### config.mk
export PLATFORM = sky130hd
export DESIGN_NAME = kps_round
export DESIGN_NICKNAME = d
export VERILOG_FILES = /design/src/hdl/kps_pkg.sv /design/src/hdl/kps_round.sv
export SDC_FILE = /design/constraint.sdc
export NUM_CORES = 1
export LEC_CHECK = 0
export BUFFER_PORTS_ARGS = -buffer_cell sky130_fd_sc_hd__buf_2
export CORE_ASPECT_RATIO = 1.4
export CORE_MARGIN = 2
export CORE_UTILIZATION = 54
export CTS_CLUSTER_DIAMETER = 40
export DETAILED_ROUTE_END_ITERATION = 7
export PLACE_DENSITY = 0.82
export SYNTH_ARGS = -nofsm -noshare
export SYNTH_HDL_FRONTEND = slang
export SYNTH_SLANG_ARGS = --single-unit
### constraint.sdc
create_clock -name i_clk -period 10.7 [get_ports i_clk]
set_input_delay 2.14 -clock i_clk [delete_from_list [all_inputs] [get_ports i_clk]]
set_output_delay 2.14 -clock i_clk [all_outputs]
set_load 0.1 [all_outputs]
### src/hdl/kps_pkg.sv
// ============================================================================
// kps_pkg
// Shared types and constants for the kinetic propagator stencil.
// ============================================================================
`default_nettype none

package kps_pkg;

    localparam int INT_BITS  = 4;
    localparam int CFG_IDX_W = 3;

    typedef enum logic [CFG_IDX_W-1:0] {
        CFG_DIAG_HALF_RE = 3'd0,
        CFG_DIAG_HALF_IM = 3'd1,
        CFG_DIAG_FULL_RE = 3'd2,
        CFG_DIAG_FULL_IM = 3'd3,
        CFG_OFF_HALF_RE  = 3'd4,
        CFG_OFF_HALF_IM  = 3'd5,
        CFG_OFF_FULL_RE  = 3'd6,
        CFG_OFF_FULL_IM  = 3'd7
    } t_cfg_idx;

endpackage : kps_pkg

`default_nettype wire

### src/hdl/kps_round.sv
// ============================================================================
// kps_round
// Result stage: final sum, round to nearest, rescale and saturate.
// ============================================================================
`default_nettype none

module kps_round
    import kps_pkg::*;
#(
    parameter int DATA_WIDTH = 32
) (
    input  wire logic                              i_clk,
    input  wire logic                              i_rst_n,
    input  wire logic                              i_valid,
    output logic                                   o_ready,
    input  wire logic signed [2*DATA_WIDTH:0]      i_re_a,
    input  wire logic signed [2*DATA_WIDTH:0]      i_re_b,
    input  wire logic signed [2*DATA_WIDTH:0]      i_im_a,
    input  wire logic signed [2*DATA_WIDTH:0]      i_im_b,
    output logic                                   o_valid,
    input  wire logic                              i_ready,
    output logic signed [DATA_WIDTH-1:0]           o_new_re,
    output logic signed [DATA_WIDTH-1:0]           o_new_im,
    output logic                                   o_sat
);

    localparam int FRAC = DATA_WIDTH - INT_BITS;
    localparam int AW   = 2 * DATA_WIDTH + 2;
    localparam int HW   = AW - FRAC - DATA_WIDTH + 1;
    localparam logic signed [AW-1:0] RND = AW'(1) << (FRAC - 1);
    localparam logic signed [DATA_WIDTH-1:0] MAX_VAL = {1'b0, {(DATA_WIDTH-1){1'b1}}};
    localparam logic signed [DATA_WIDTH-1:0] MIN_VAL = {1'b1, {(DATA_WIDTH-1){1'b0}}};

    logic                         r_valid;
    logic signed [DATA_WIDTH-1:0] r_new_re;
    logic signed [DATA_WIDTH-1:0] r_new_im;
    logic                         r_sat;
    logic signed [AW-1:0]         w_re_acc;
    logic signed [AW-1:0]         w_im_acc;
    logic [HW-1:0]                w_re_hi;
    logic [HW-1:0]                w_im_hi;
    logic                         w_re_fit;
    logic                         w_im_fit;
    logic signed [DATA_WIDTH-1:0] n_new_re;
    logic signed [DATA_WIDTH-1:0] n_new_im;
    logic                         w_load;

    assign o_ready = !r_valid || i_ready;
    assign w_load  = i_valid && o_ready;

    always_comb begin
        w_re_acc = AW'(i_re_a) + AW'(i_re_b) + RND;
        w_im_acc = AW'(i_im_a) + AW'(i_im_b) + RND;
        w_re_hi  = w_re_acc[AW-1:FRAC+DATA_WIDTH-1];
        w_im_hi  = w_im_acc[AW-1:FRAC+DATA_WIDTH-1];
        w_re_fit = (&w_re_hi) || !(|w_re_hi);
        w_im_fit = (&w_im_hi) || !(|w_im_hi);
        if (w_re_fit) begin
            n_new_re = w_re_acc[FRAC+DATA_WIDTH-1:FRAC];
        end else begin
            n_new_re = w_re_acc[AW-1] ? MIN_VAL : MAX_VAL;
        end
        if (w_im_fit) begin
            n_new_im = w_im_acc[FRAC+DATA_WIDTH-1:FRAC];
        end else begin
            n_new_im = w_im_acc[AW-1] ? MIN_VAL : MAX_VAL;
        end
    end

    always_ff @(posedge i_clk) begin
        if (!i_rst_n) begin
            r_valid <= 1'b0;
        end else if (w_load) begin
            r_valid <= 1'b1;
        end else if (i_ready) begin
            r_valid <= 1'b0;
        end
    end

    always_ff @(posedge i_clk) begin
        if (w_load) begin
            r_new_re <= n_new_re;
            r_new_im <= n_new_im;
            r_sat    <= !(w_re_fit && w_im_fit);
        end
    end

    assign o_valid  = r_valid;
    assign o_new_re = r_new_re;
    assign o_new_im = r_new_im;
    assign o_sat    = r_sat;

endmodule : kps_round

`default_nettype wire

==> results.md <==
- Via/cell ratio: 6.28
- Initial antenna violation count: 0
- Avg Cell Area, Syn: 8.39 um^2
- Die H: 179 um
- Syn Nets: 1929
- Hold Path Stages: 2
- Setup TNS Final: 0 ns
- RD Place Congestion: 0.983
- Syn Inst Count: 1411
- Slew @ Worst Pin: 1.09 ns
- Unique masters post-synth: 88
- Layout Cells excl Fill: 1987
- Peak supply drop: 0.0000929 V
- Commonest cells post-synth: 254 x ha_1, 140 x a21oi_1, 107 x nand2_1
- HP Start: o_valid$_SDFFE_PN0P_
- Register area share after synthesis: 16.6%
- Worst hold path type: flip-flop to flip-flop
- # diodes: 0
- Area contributors post-synth: ha_1 27%, edfxtp_1 16%, a21oi_1 5.9%, a21o_1 4.6%, nand2_1 3.4%
- Post-route ant nets: 0
- Number of global-route vias before repair: 11800
- Post-Route WL: 36200 um
- Fillcell total: 1955
- TritonCTS Buffers: 9
- Pwr dens: 121 nW/um^2
- Synth Flop Type: edfxtp_1
- Routed wire per std cell: 18.2 um
- Crit path max fanout: 25
- TritonCTS Sinks: 66
- Yosys warns: 0
- Max Clock Skew: 0.0116 ns
- Post-synth top area cell: ha_1
- DR vias: 12500
- CP Capture Type: flip-flop
- Total power: 1.67 mW
- Rows: 64
- Die X: 129 um
- Leak Pwr: 6.67 nW
- Rel. slew slack: 27.3%
- Startpoint Class: input port
- Seq cells post-synth: 66
- Synth top area share: 26.8%
- Final Cell Area: 13800 um^2
- Clock slew at reported path FFs: 0.06 ns
- Core area: 21700 um^2
- Initial DRC Count: 817
- Req. time, crit path: 10.75 ns
- Ys async rst share: 0%
- Cells after DPL: 1971
- Reg2reg setup slack: 9.03 ns
- Overall routing resource usage: 30.5%
- Slew Viols, Final: 0
- Post-DP HPWL: 30700 um
- CTS root buf: clkbuf_16
- R2R Path Start: o_valid$_SDFFE_PN0P_
- MaxCap Viol Count: 0
- H-tree depth: 3
- Clk buf depth: 2
- Port Buffer Count: 330
- Fin crit share: 61.0%
- Initial core utilization: 54.6%
- Final Hold Vio Count: 0
- CTS tree: done
- Nets: 2203
- RSZ-0062 raised after global routing: no
- Pre-antenna DRT Iters: 5
- Post-route DRC violation count: 0
- Worst Hold Slack: 0.538 ns
- Post-DP Area: 13500 um^2
- Hold EP: o_valid$_SDFFE_PN0P_
- Post-synth EDFFs: 65
- Synth Cell Area: 11800 um^2
- Setup Fix Bufs, Post-CTS: 0
- Ports: 331
- Share of cells above drive strength 1: 23.3%
- Fmax: 153 MHz
- Min Clock Period, post-route: 6.52 ns
- Worst reg2reg path depth: 3
- Post-CTS sizing: 0
- Area growth from synthesis to layout: 16.8%
- Pin count of the biggest net entering global routing: 66
- Setup CP Type: input port to flip-flop
- Total gr overflow: 0
- Clock Latency Late Sink: 0.35 ns
- Post-CTS Hold Buffers: 0
- RR Endpoint: o_new_im[28]$_DFFE_PP_
- First-pass GRT wire length: 56600 um
- Most frequent cell after synthesis: ha_1
- Outcome: complete, no violations
- Critical Path AT: 6.58 ns
- Final Setup Violations: 0
- Die ar.: 23200 um^2
==> critical path, cell delays in order <==
cell and delay, ns:
buf_2 0.10, ha_1 0.29, ha_1 0.31, a21oi_1 0.16
nand2_1 0.11, a2111oi_1 0.62, a211oi_1 0.15, a311oi_1 0.70
a21oi_1 0.23, o211ai_1 0.52, nor4_4 0.16, a31oi_4 0.92
o21ai_1 0.18
==> flip-flops by register name, summed over array words and instances, names as in the netlist <==
| signal | flops |
|---|---|
| o_new_im | 32 |
| o_sat | 1 |
| o_valid | 1 |
| o_new_re | 32 |
==> worst max-delay path by stage <==
stage / slack (ns) / depth (start not counted) / endpoint / from
2_1_floorplan: 5.02 / 13 / o_sat$_DFFE_PP_ / i_im_a[54]
3_3_place_gp: 4.01 / 13 / o_new_im[27]$_DFFE_PP_ / i_im_a[7]
3_5_place_dp: 3.97 / 13 / o_new_im[27]$_DFFE_PP_ / i_im_a[7]
4_1_cts: 4.30 / 13 / o_new_im[27]$_DFFE_PP_ / i_im_a[7]
5_1_grt: 3.91 / 13 / o_new_im[27]$_DFFE_PP_ / i_im_a[7]
6_report: 4.18 / 13 / o_new_im[16]$_DFFE_PP_ / i_im_a[7]
==> area by class of cell <==
| type | instances | area (um^2) | area share, % |
|---|---|---|---|
| clock inverter | 6 | 115 | 0.832 |
| tap | 297 | 372 | 2.68 |
| timing repair buffer | 334 | 1680 | 12.1 |
| multi-input combinational | 1234 | 9320 | 67.3 |
| inverter | 40 | 150 | 1.08 |
| clock buffer | 10 | 229 | 1.65 |
| sequential | 66 | 1970 | 14.2 |
==> where the power goes <==
part           internal, mW  switching, mW
registers             0.317         0.0103
clock network         0.229          0.123
logic                 0.321          0.671
==> routing by layer <==
layer	up-vias	part of all wire [%]	track usage [%]	wire length [um]
li1	6064	-	-	-
met1	5762	39	35.3	14100
met2	551	51	56.0	18400
met3	93	6.6	4.95	2380
met4	0	3.4	10.6	1220
met5	-	0	0	0
==> metrics by stage <==
stage                     setup slack (ns)  utilization (%)
after floorplan                       5.02                -
after global placement                4.01             62.2
after detailed placement              3.97             62.2
after CTS                             4.30             63.8
after global routing                  3.91             63.8
final                                 4.18             63.8
==> cells in the final DEF (no fill, tap or decap), types with 7 or more instances in the layout <==
cell and n:
inv_1 40, a221oi_1 8, xor2_1 22, nor3_1 35, o21ai_0 60, o211ai_1 19, a41oi_1 7, a21o_1 72
edfxtp_1 65, buf_2 330, ha_1 254, a211oi_1 20, o21ai_1 19, nand3_1 24, a31oi_1 18, nand2_1 107
or3_1 7, o21a_1 12, and4_1 12, nor2_1 80, xnor2_1 40, o2111ai_1 8, a22oi_1 24, nand4_1 53
and3_1 16, o31ai_1 11, nor4_1 12, clkbuf_16 9, a21oi_1 140, a21oi_2 20, o21bai_1 22, and2_1 8
==> logic make-up (layout without fill, tap and decap cells) <==
logic type,after synthesis,count (layout),synth area share [%]
AOI/OAI and AO/OA,519,519,29.5
xor gates and xnor gates,64,64,4.86
adders and majority gates,254,254,26.8
buffers and inverters,111,390,4.67
DFF,66,66,16.6
muxes,7,7,0.613
and+or+nand+nor,390,390,16.9
(Power assumes the default switching activity.)
