**src/hdl/kps_pkg.sv**
```systemverilog
// ============================================================================
// kps_pkg
// Shared types and constants for the kinetic propagator stencil.
// ============================================================================
`default_nettype none

package kps_pkg;

    localparam int INT_BITS  = 4;
    localparam int CFG_IDX_W = 3;

    typedef enum logic [CFG_IDX_W-1:0] {
        CFG_DIAG_HALF_RE = 3'd0,
        CFG_DIAG_HALF_IM = 3'd1,
        CFG_DIAG_FULL_RE = 3'd2,
        CFG_DIAG_FULL_IM = 3'd3,
        CFG_OFF_HALF_RE  = 3'd4,
        CFG_OFF_HALF_IM  = 3'd5,
        CFG_OFF_FULL_RE  = 3'd6,
        CFG_OFF_FULL_IM  = 3'd7
    } t_cfg_idx;

endpackage : kps_pkg

`default_nettype wire

```
**src/hdl/kps_pair.sv**
```systemverilog
// ============================================================================
// kps_pair
// Pair-sum stage: fold the eight products into two partial sums per part.
// ============================================================================
`default_nettype none

module kps_pair
    import kps_pkg::*;
#(
    parameter int DATA_WIDTH = 32
) (
    input  wire logic                              i_clk,
    input  wire logic                              i_rst_n,
    input  wire logic                              i_valid,
    output logic                                   o_ready,
    input  wire logic signed [2*DATA_WIDTH-1:0]    i_re_prod [4],
    input  wire logic signed [2*DATA_WIDTH-1:0]    i_im_prod [4],
    output logic                                   o_valid,
    input  wire logic                              i_ready,
    output logic signed [2*DATA_WIDTH:0]           o_re_a,
    output logic signed [2*DATA_WIDTH:0]           o_re_b,
    output logic signed [2*DATA_WIDTH:0]           o_im_a,
    output logic signed [2*DATA_WIDTH:0]           o_im_b
);

    localparam int SW = 2 * DATA_WIDTH + 1;

    logic                 r_valid;
    logic signed [SW-1:0] r_re_a;
    logic signed [SW-1:0] r_re_b;
    logic signed [SW-1:0] r_im_a;
    logic signed [SW-1:0] r_im_b;
    logic                 w_load;

    assign o_ready = !r_valid || i_ready;
    assign w_load  = i_valid && o_ready;

    always_ff @(posedge i_clk) begin
        if (!i_rst_n) begin
            r_valid <= 1'b0;
        end else if (w_load) begin
            r_valid <= 1'b1;
        end else if (i_ready) begin
            r_valid <= 1'b0;
        end
    end

    always_ff @(posedge i_clk) begin
        if (w_load) begin
            r_re_a <= SW'(i_re_prod[0]) - SW'(i_re_prod[1]);
            r_re_b <= SW'(i_re_prod[2]) - SW'(i_re_prod[3]);
            r_im_a <= SW'(i_im_prod[0]) + SW'(i_im_prod[1]);
            r_im_b <= SW'(i_im_prod[2]) + SW'(i_im_prod[3]);
        end
    end

    assign o_valid = r_valid;
    assign o_re_a  = r_re_a;
    assign o_re_b  = r_re_b;
    assign o_im_a  = r_im_a;
    assign o_im_b  = r_im_b;

endmodule : kps_pair

`default_nettype wire

```
**config.mk**
```make
export PLATFORM = sky130hd
export DESIGN_NAME = kps_pair
export DESIGN_NICKNAME = d
export VERILOG_FILES = /design/src/hdl/kps_pkg.sv /design/src/hdl/kps_pair.sv
export SDC_FILE = /design/constraint.sdc
export NUM_CORES = 1
export LEC_CHECK = 0
export CORE_AREA = 3 3 300 302
export DETAILED_ROUTE_END_ITERATION = 16
export DIE_AREA = 0 0 303 305
export DONT_BUFFER_PORTS = 1
export PLACE_DENSITY_LB_ADDON = 0.1
export SLEW_MARGIN = 20
export SYNTH_ARGS = -nofsm -noshare
export SYNTH_HDL_FRONTEND = slang
export SYNTH_SLANG_ARGS = --single-unit
```
**constraint.sdc**
```tcl
create_clock -name i_clk -period 13.7 [get_ports i_clk]
set_input_delay 2.74 -clock i_clk [delete_from_list [all_inputs] [get_ports i_clk]]
set_output_delay 2.74 -clock i_clk [all_outputs]
set_load 0.005 [all_outputs]
```
==> flow_summary.yaml, run 1 <==
clocking:
  clk_latency_ps: 570
  cts-root-buf: "clkbuf_16"
  cts_setup_buffers: 0
  clock_sinks: 261
  cts_tree: "built"
  clk_pin_slew_worst_paths_ps: 60
  cts.path.max_buffers: 3
  htree_num_levels: 2
  numCtsBuffers: 40
  hold_buffers: 0
  cts_resized: 0
sta:
  fin_ws_ps: 7710
  grt_setup_unrepaired: "no"
  setup_tns_ps: 0
  slew_viol_final: 0
  slew_headroom_pct: 30.6
  fin_skew_ps: 22.0
  tightest_slew_ps: 1040
  hold_viol_final: 0
  fin_crit_ps: 5990
  fin_hold_ws_ps: 615
  fin_crit_sh_pct: 43.7
  setup_violations: 0
  fmax_mhz: 167
hold_path:
  whs_path_depth: 2
  hp-class: "reg2reg"
  min-delay-start: "o_valid"
  min_to: "o_valid"
place:
  gp_congestion: 0.908
  portBuffers: 0
  dpl_worst_slack_ps: 7050
  dp.final_hpwl_mm: 81.0
synthesis:
  syn_nets: 3338
  async_reset_ff_share_pct: 0
  ys.flop_type: "edfxtp_1"
  synth-seq-area-share_pct: 33.9
  syn_inst: 2562
  ys_ff_latch: 261
  synth_area_mm2: 0.0231
  synth.avg_cell_area_um2: 9.02
  yosysWarnings: 0
  synth-edff-count: 260
  ys_types: 80
grt:
  grt_max_degree: 61
  grt_use_total_pct: 19.9
  grt.overflow.total: 0
  antenna_found_initial: 13
  grt_pass1_vias: 20100
  grt_pass1_wl_mm: 138
die:
  dieWidth_um: 303
  num_rows: 109
  die_y_um: 305
  core_area_mm2: 0.0880
  io_pins: 778
  die_area_mm2: 0.0924
  initial_core_util_pct: 26.3
route:
  drt_iter0_markers: 1025
  dr.pass1.iters: 5
  num_vias: 19600
  drc: 0
  wirelength_mm: 96.3
  wl_per_cell_um: 25.9
  antenna_left: 0
  via_per_inst: 5.27
power_and_ir_drop:
  cellInternalPower_uw: 1950
  sw_frac_of_total_pct: 34.5
  clkPwrFrac_pct: 33.6
  pwr-share-seq_pct: 38.2
  power.total_uw: 2970
  switchingPower_uw: 1020
  leakage_uw: 0.0107
  power_density_mw_per_mm2: 117
  power_frac_comb_pct: 28.2
  peakVddDrop_mv: 0.0726
setup_path:
  path_class: "in2reg"
  startpoint_type: "input port"
  endpoint_kind: "flip-flop"
  cp.arrival_ps: 6310
  required_ps: 14020
  rr_endpoint: "o_re_b[21]"
  critPathMaxFanout: 3
  r2r-start: "o_valid"
  worst-r2r-setup-slack_ps: 10530
  rr_worst_depth: 4
finish:
  final_util_pct: 29.0
  fill_cells: 9399
  drive_above_1_share_pct: 3.72
  final_nets: 3296
  syn_to_final_growth_pct: 10.4
outcome:
  status: "finished clean"
flow_run:
  max-cap-violations: 0
==> cell usage after synthesis (5+ instances only) <==
library cell	n	share of area, %
o21ai_1	21	0.46
nand3b_1	7	0.23
and2_1	19	0.51
nor3b_1	5	0.16
nand3_1	50	1.1
a211o_1	9	0.34
nor2b_1	27	0.73
nand2b_1	25	0.68
o21bai_1	54	1.8
o21ai_0	125	2.7
and3_1	23	0.62
xor2_1	91	3.5
clkbuf_1	88	1.4
a211oi_1	23	0.75
a31o_2	8	0.30
a311oi_1	5	0.19
a41oi_1	8	0.30
nand2_1	197	3.2
o221ai_1	5	0.19
a2111oi_0	5	0.19
or2_2	5	0.14
o2111ai_1	8	0.30
inv_1	202	3.3
a31oi_1	37	1.0
a21oi_1	287	6.2
a221oi_1	11	0.42
o31ai_1	11	0.36
nor4_1	9	0.24
nand4_1	60	1.6
nor2_1	137	2.2
o21a_1	29	0.94
or3_1	10	0.27
nor3_1	32	0.69
ha_1	256	14
xnor2_1	142	5.4
a21boi_0	7	0.23
o31a_1	6	0.23
o211ai_1	13	0.42
a21o_1	176	5.7
edfxtp_1	260	34
==> routing by layer <==
layer	vias up	global-route usage, %	part of all wire, %
met2	673	35.1	50
met3	84	6.54	7.9
li1	9407	-	-
met1	9443	23.3	40
met5	-	0	0.11
met4	14	4.21	1.7
==> worst max path at each step <==
stage                         from    endpoint  slack [ps]  cells after the start
CTS                 i_im_prod[128]  o_im_a[60]        7690                     12
finish              i_im_prod[128]  o_im_a[60]        7710                     12
floorplan                  i_ready   o_im_a[0]        4240                      2
detailed placement  i_im_prod[128]  o_im_a[60]        7050                     12
global placement    i_im_prod[128]  o_im_a[60]        7240                     12
global route        i_im_prod[128]  o_im_a[60]        7400                     12
==> placed cells by master (no fill, tap or decap), drive strengths merged, types with 27 or more instances in the layout <==
| cell type | n |
|---|---|
| nor2 | 137 |
| a21o | 176 |
| xnor2 | 142 |
| edfxtp | 260 |
| nand4 | 60 |
| a31oi | 37 |
| xor2 | 91 |
| a21oi | 288 |
| nand3 | 50 |
| nor3 | 32 |
| o21ai | 147 |
| o21a | 29 |
| clkbuf | 50 |
| inv | 204 |
| nor2b | 27 |
| nand2 | 197 |
| o21bai | 54 |
| ha | 256 |
==> critical path, cell delays in order <==
cell	delay, ps
ha_1	210
fa_1	410
a21o_1	320
nand3_1	180
a311oi_1	150
nor4_1	660
nor4_1	250
o2111ai_1	540
a21oi_1	200
o31a_1	380
a21oi_1	180
xnor2_1	80
==> flip-flops by register name (all words and copies together) (netlist names) <==
signal,cells
o_valid,1
o_im_b,65
o_re_a,65
o_im_a,65
o_re_b,65
==> per-stage QoR <==
stage | instance area, um^2 | cells
2_1_floorplan | 23100 | 2562
3_3_place_gp | 24300 | 3643
3_5_place_dp | 24300 | 3643
4_1_cts | 25500 | 3716
5_1_grt | 25500 | 3719
6_report | 25500 | 3722
==> logic make-up after synthesis <==
family,synth area share [%]
flops,33.9
mux,0.0867
simple gates,13.0
buf+inv,4.75
xor+xnor,8.84
compound gates,25.2
fa+ha+maj,14.2
==> area by class of cell <==
| type | count | area (um^2) | share of cell area, % |
|---|---|---|---|
| clock inverter | 23 | 160 | 0.628 |
| multi-input combinational | 2009 | 14200 | 55.6 |
| inverter | 202 | 758 | 2.97 |
| antenna | 6 | 15.0 | 0.0589 |
| timing repair buffer | 6 | 45.0 | 0.177 |
| clock buffer | 50 | 1060 | 4.16 |
| tap | 1165 | 1460 | 5.72 |
| sequential | 261 | 7830 | 30.7 |
==> power by group through the flow <==
| stage | logic (uW) | registers [uW] | clock network, uW |
|---|---|---|---|
| 2_1_floorplan | 619 | 1100 | 0 |
| 3_3_place_gp | 837 | 1160 | 0 |
| 6_report | 839 | 1140 | 998 |
| 5_1_grt | 933 | 1150 | 1070 |
| 4_1_cts | 841 | 1140 | 1040 |
| 3_5_place_dp | 836 | 1160 | 0 |
Power figures use the tool's default switching activity.
==> inputs of run 2 (changes only) <==
- clock period: 13.7 -> 6 ns (I/O delays scaled with it)
==> run 2 against run 1 <==
Non-clock buffer count fell by 1. Sequential cell count is the same. Worst hold slack worse by 12 ps. Core utilization increased by 0.12 points. Worst setup slack got worse by 6000 ps. Critical endpoint unchanged. Largest power group unchanged.
==> flow_summary.yaml, run 2 (synthesized netlist as in run 1, its figures left out) <==
setup_path:
  critPathMaxFanout: 3
  path_class: "in2reg"
  crit_cells: 12
  endpoint_kind: "flip-flop"
  cp_slowest_cell: "nor4_1"
  critPathTopFamily: "compound AO/OA/AOI/OAI gates"
  endpoint: "o_im_a[60]"
  rr_endpoint: "o_re_b[43]"
  worst-r2r-setup-slack_ps: 3860
  startpoint: "i_im_prod[128]"
  required_ps: 6330
  path_buf_inv: 0
  cp_slowest_stage_delay_ps: 730
  startpoint_type: "input port"
  rr_worst_depth: 3
  r2r-start: "o_valid"
  cp_cell_sequence: "ha_1 > fa_1 > a21o_1 > nand3_1 > a311oi_1 > nor4_1 > nor4_1 > o2111ai_1 > a21oi_1 > o31a_1 > a21oi_1 > xnor2_1"
  cp.arrival_ps: 4600
flow_run:
  max-cap-violations: 0
place:
  dp.final_hpwl_mm: 80.5
  portBuffers: 0
  post_dp_cell_area_mm2: 0.0243
  gp_congestion: 0.913
clocking:
  clk_pin_slew_worst_paths_ps: 60
  htree_num_levels: 2
  cts-root-buf: "clkbuf_16"
  clk_latency_ps: 580
  cts_tree: "built"
  hold_buffers: 0
  clock_sinks: 261
  numCtsBuffers: 40
  cts_setup_buffers: 0
  cts.path.max_buffers: 3
  cts_resized: 0
die:
  dieWidth_um: 303
  num_rows: 109
  initial_core_util_pct: 26.3
  die_y_um: 305
  io_pins: 778
  die_area_mm2: 0.0924
  core_area_mm2: 0.0880
grt:
  grt.overflow.total: 0
  grt_max_degree: 82
  grt_pass1_vias: 20300
  grt_pass1_wl_mm: 137
  antenna_found_initial: 38
  grt_use_total_pct: 19.7
route:
  drt_iter0_markers: 1168
  via_per_inst: 5.33
  drc: 0
  dr.pass1.iters: 5
  wl_per_cell_um: 25.7
  antenna_left: 0
  wirelength_mm: 95.9
  num_vias: 19900
power_and_ir_drop:
  power_density_mw_per_mm2: 268
  peakVddDrop_mv: 0.186
  leakage_uw: 0.0107
sta:
  tightest_slew_ps: 996
  hold_viol_final: 0
  fin_crit_sh_pct: 71.2
  setup_violations: 0
  setup_tns_ps: 0
  fmax_mhz: 234
  slew_viol_final: 0
  slew_headroom_pct: 31.9
  grt_setup_unrepaired: "no"
  fin_skew_ps: 10.7
  fin_crit_ps: 4270
finish:
  final_util_pct: 29.1
  final_nets: 3295
  syn_to_final_growth_pct: 10.9
  final_cell_area_mm2: 0.0256
  layout_commonest_cell: "a21oi_1"
  layout_common_cells: "a21oi_1, edfxtp_1, ha_1"
  drive_above_1_share_pct: 3.69
hold_path:
  whs_path_depth: 2
  hp-class: "reg2reg"
outcome:
  status: "finished clean"
-- run 2: changes by cell type in the layout (fill, tap and decap cells not counted) --
cell	delta
clkinv_2	-2
o41ai_1	-1
diode_2	+18
o41ai_2	+1
clkinv_1	+1
bufinv_16	+1
buf_12	+3
buf_4	-4
-- run 2: routing by layer --
layer / vias to the layer above / wire length [um] / part of all wire (%) / track usage (%)
met5: - / 193 / 0.20 / 0
met4: 30 / 3090 / 3.2 / 7.52
met3: 158 / 9340 / 9.7 / 7.97
met2: 801 / 46100 / 48 / 33.2
met1: 9525 / 37200 / 39 / 22.2
li1: 9419 / - / - / -
-- run 2: how the worst min path moves through the flow --
stage | from | to | slack [ps]
floorplan | o_valid | o_valid | 540
global placement | o_valid | o_valid | 590
detailed placement | o_valid | o_valid | 600
CTS | o_valid | o_valid | 610
global route | o_valid | o_valid | 650
finish | o_valid | o_valid | 600
-- run 2: cell type report --
| type | instances | area [um^2] |
|---|---|---|
| fillers | 9369 | 62400 |
| clock inverters | 23 | 184 |
| multi-input cells | 2009 | 14200 |
| repair buffers | 5 | 75.1 |
| inverters | 202 | 758 |
| diodes | 24 | 60.1 |
| clock buffers | 50 | 1060 |
| flip-flops and latches | 261 | 7830 |
| well taps | 1165 | 1460 |
-- run 2: metrics by stage --
step | instances | setup slack (ps) | total power [uW] | hold slack (ps)
2_1_floorplan | 2562 | 1020 | 3920 | 536
3_3_place_gp | 3642 | 1070 | 4570 | 591
3_5_place_dp | 3642 | 956 | 4560 | 596
4_1_cts | 3715 | 1580 | 6980 | 611
5_1_grt | 3729 | 1330 | 7260 | 654
6_report | 3739 | 1730 | 6860 | 603
-- run 2: tightest hold or removal path, stage by stage (launching register included) --
cell and delay, ps:
dfxtp_1 320, nand2b_1 130, a21boi_0 100
-- run 2: power breakdown --
part	total (uW)	leakage, uW	switching, uW	internal [uW]
Clock	2340	0.000612	962	1370
Combinational	1920	0.00761	1170	742
Sequential	2610	0.00252	226	2380
Total	6860	0.0107	2360	4500
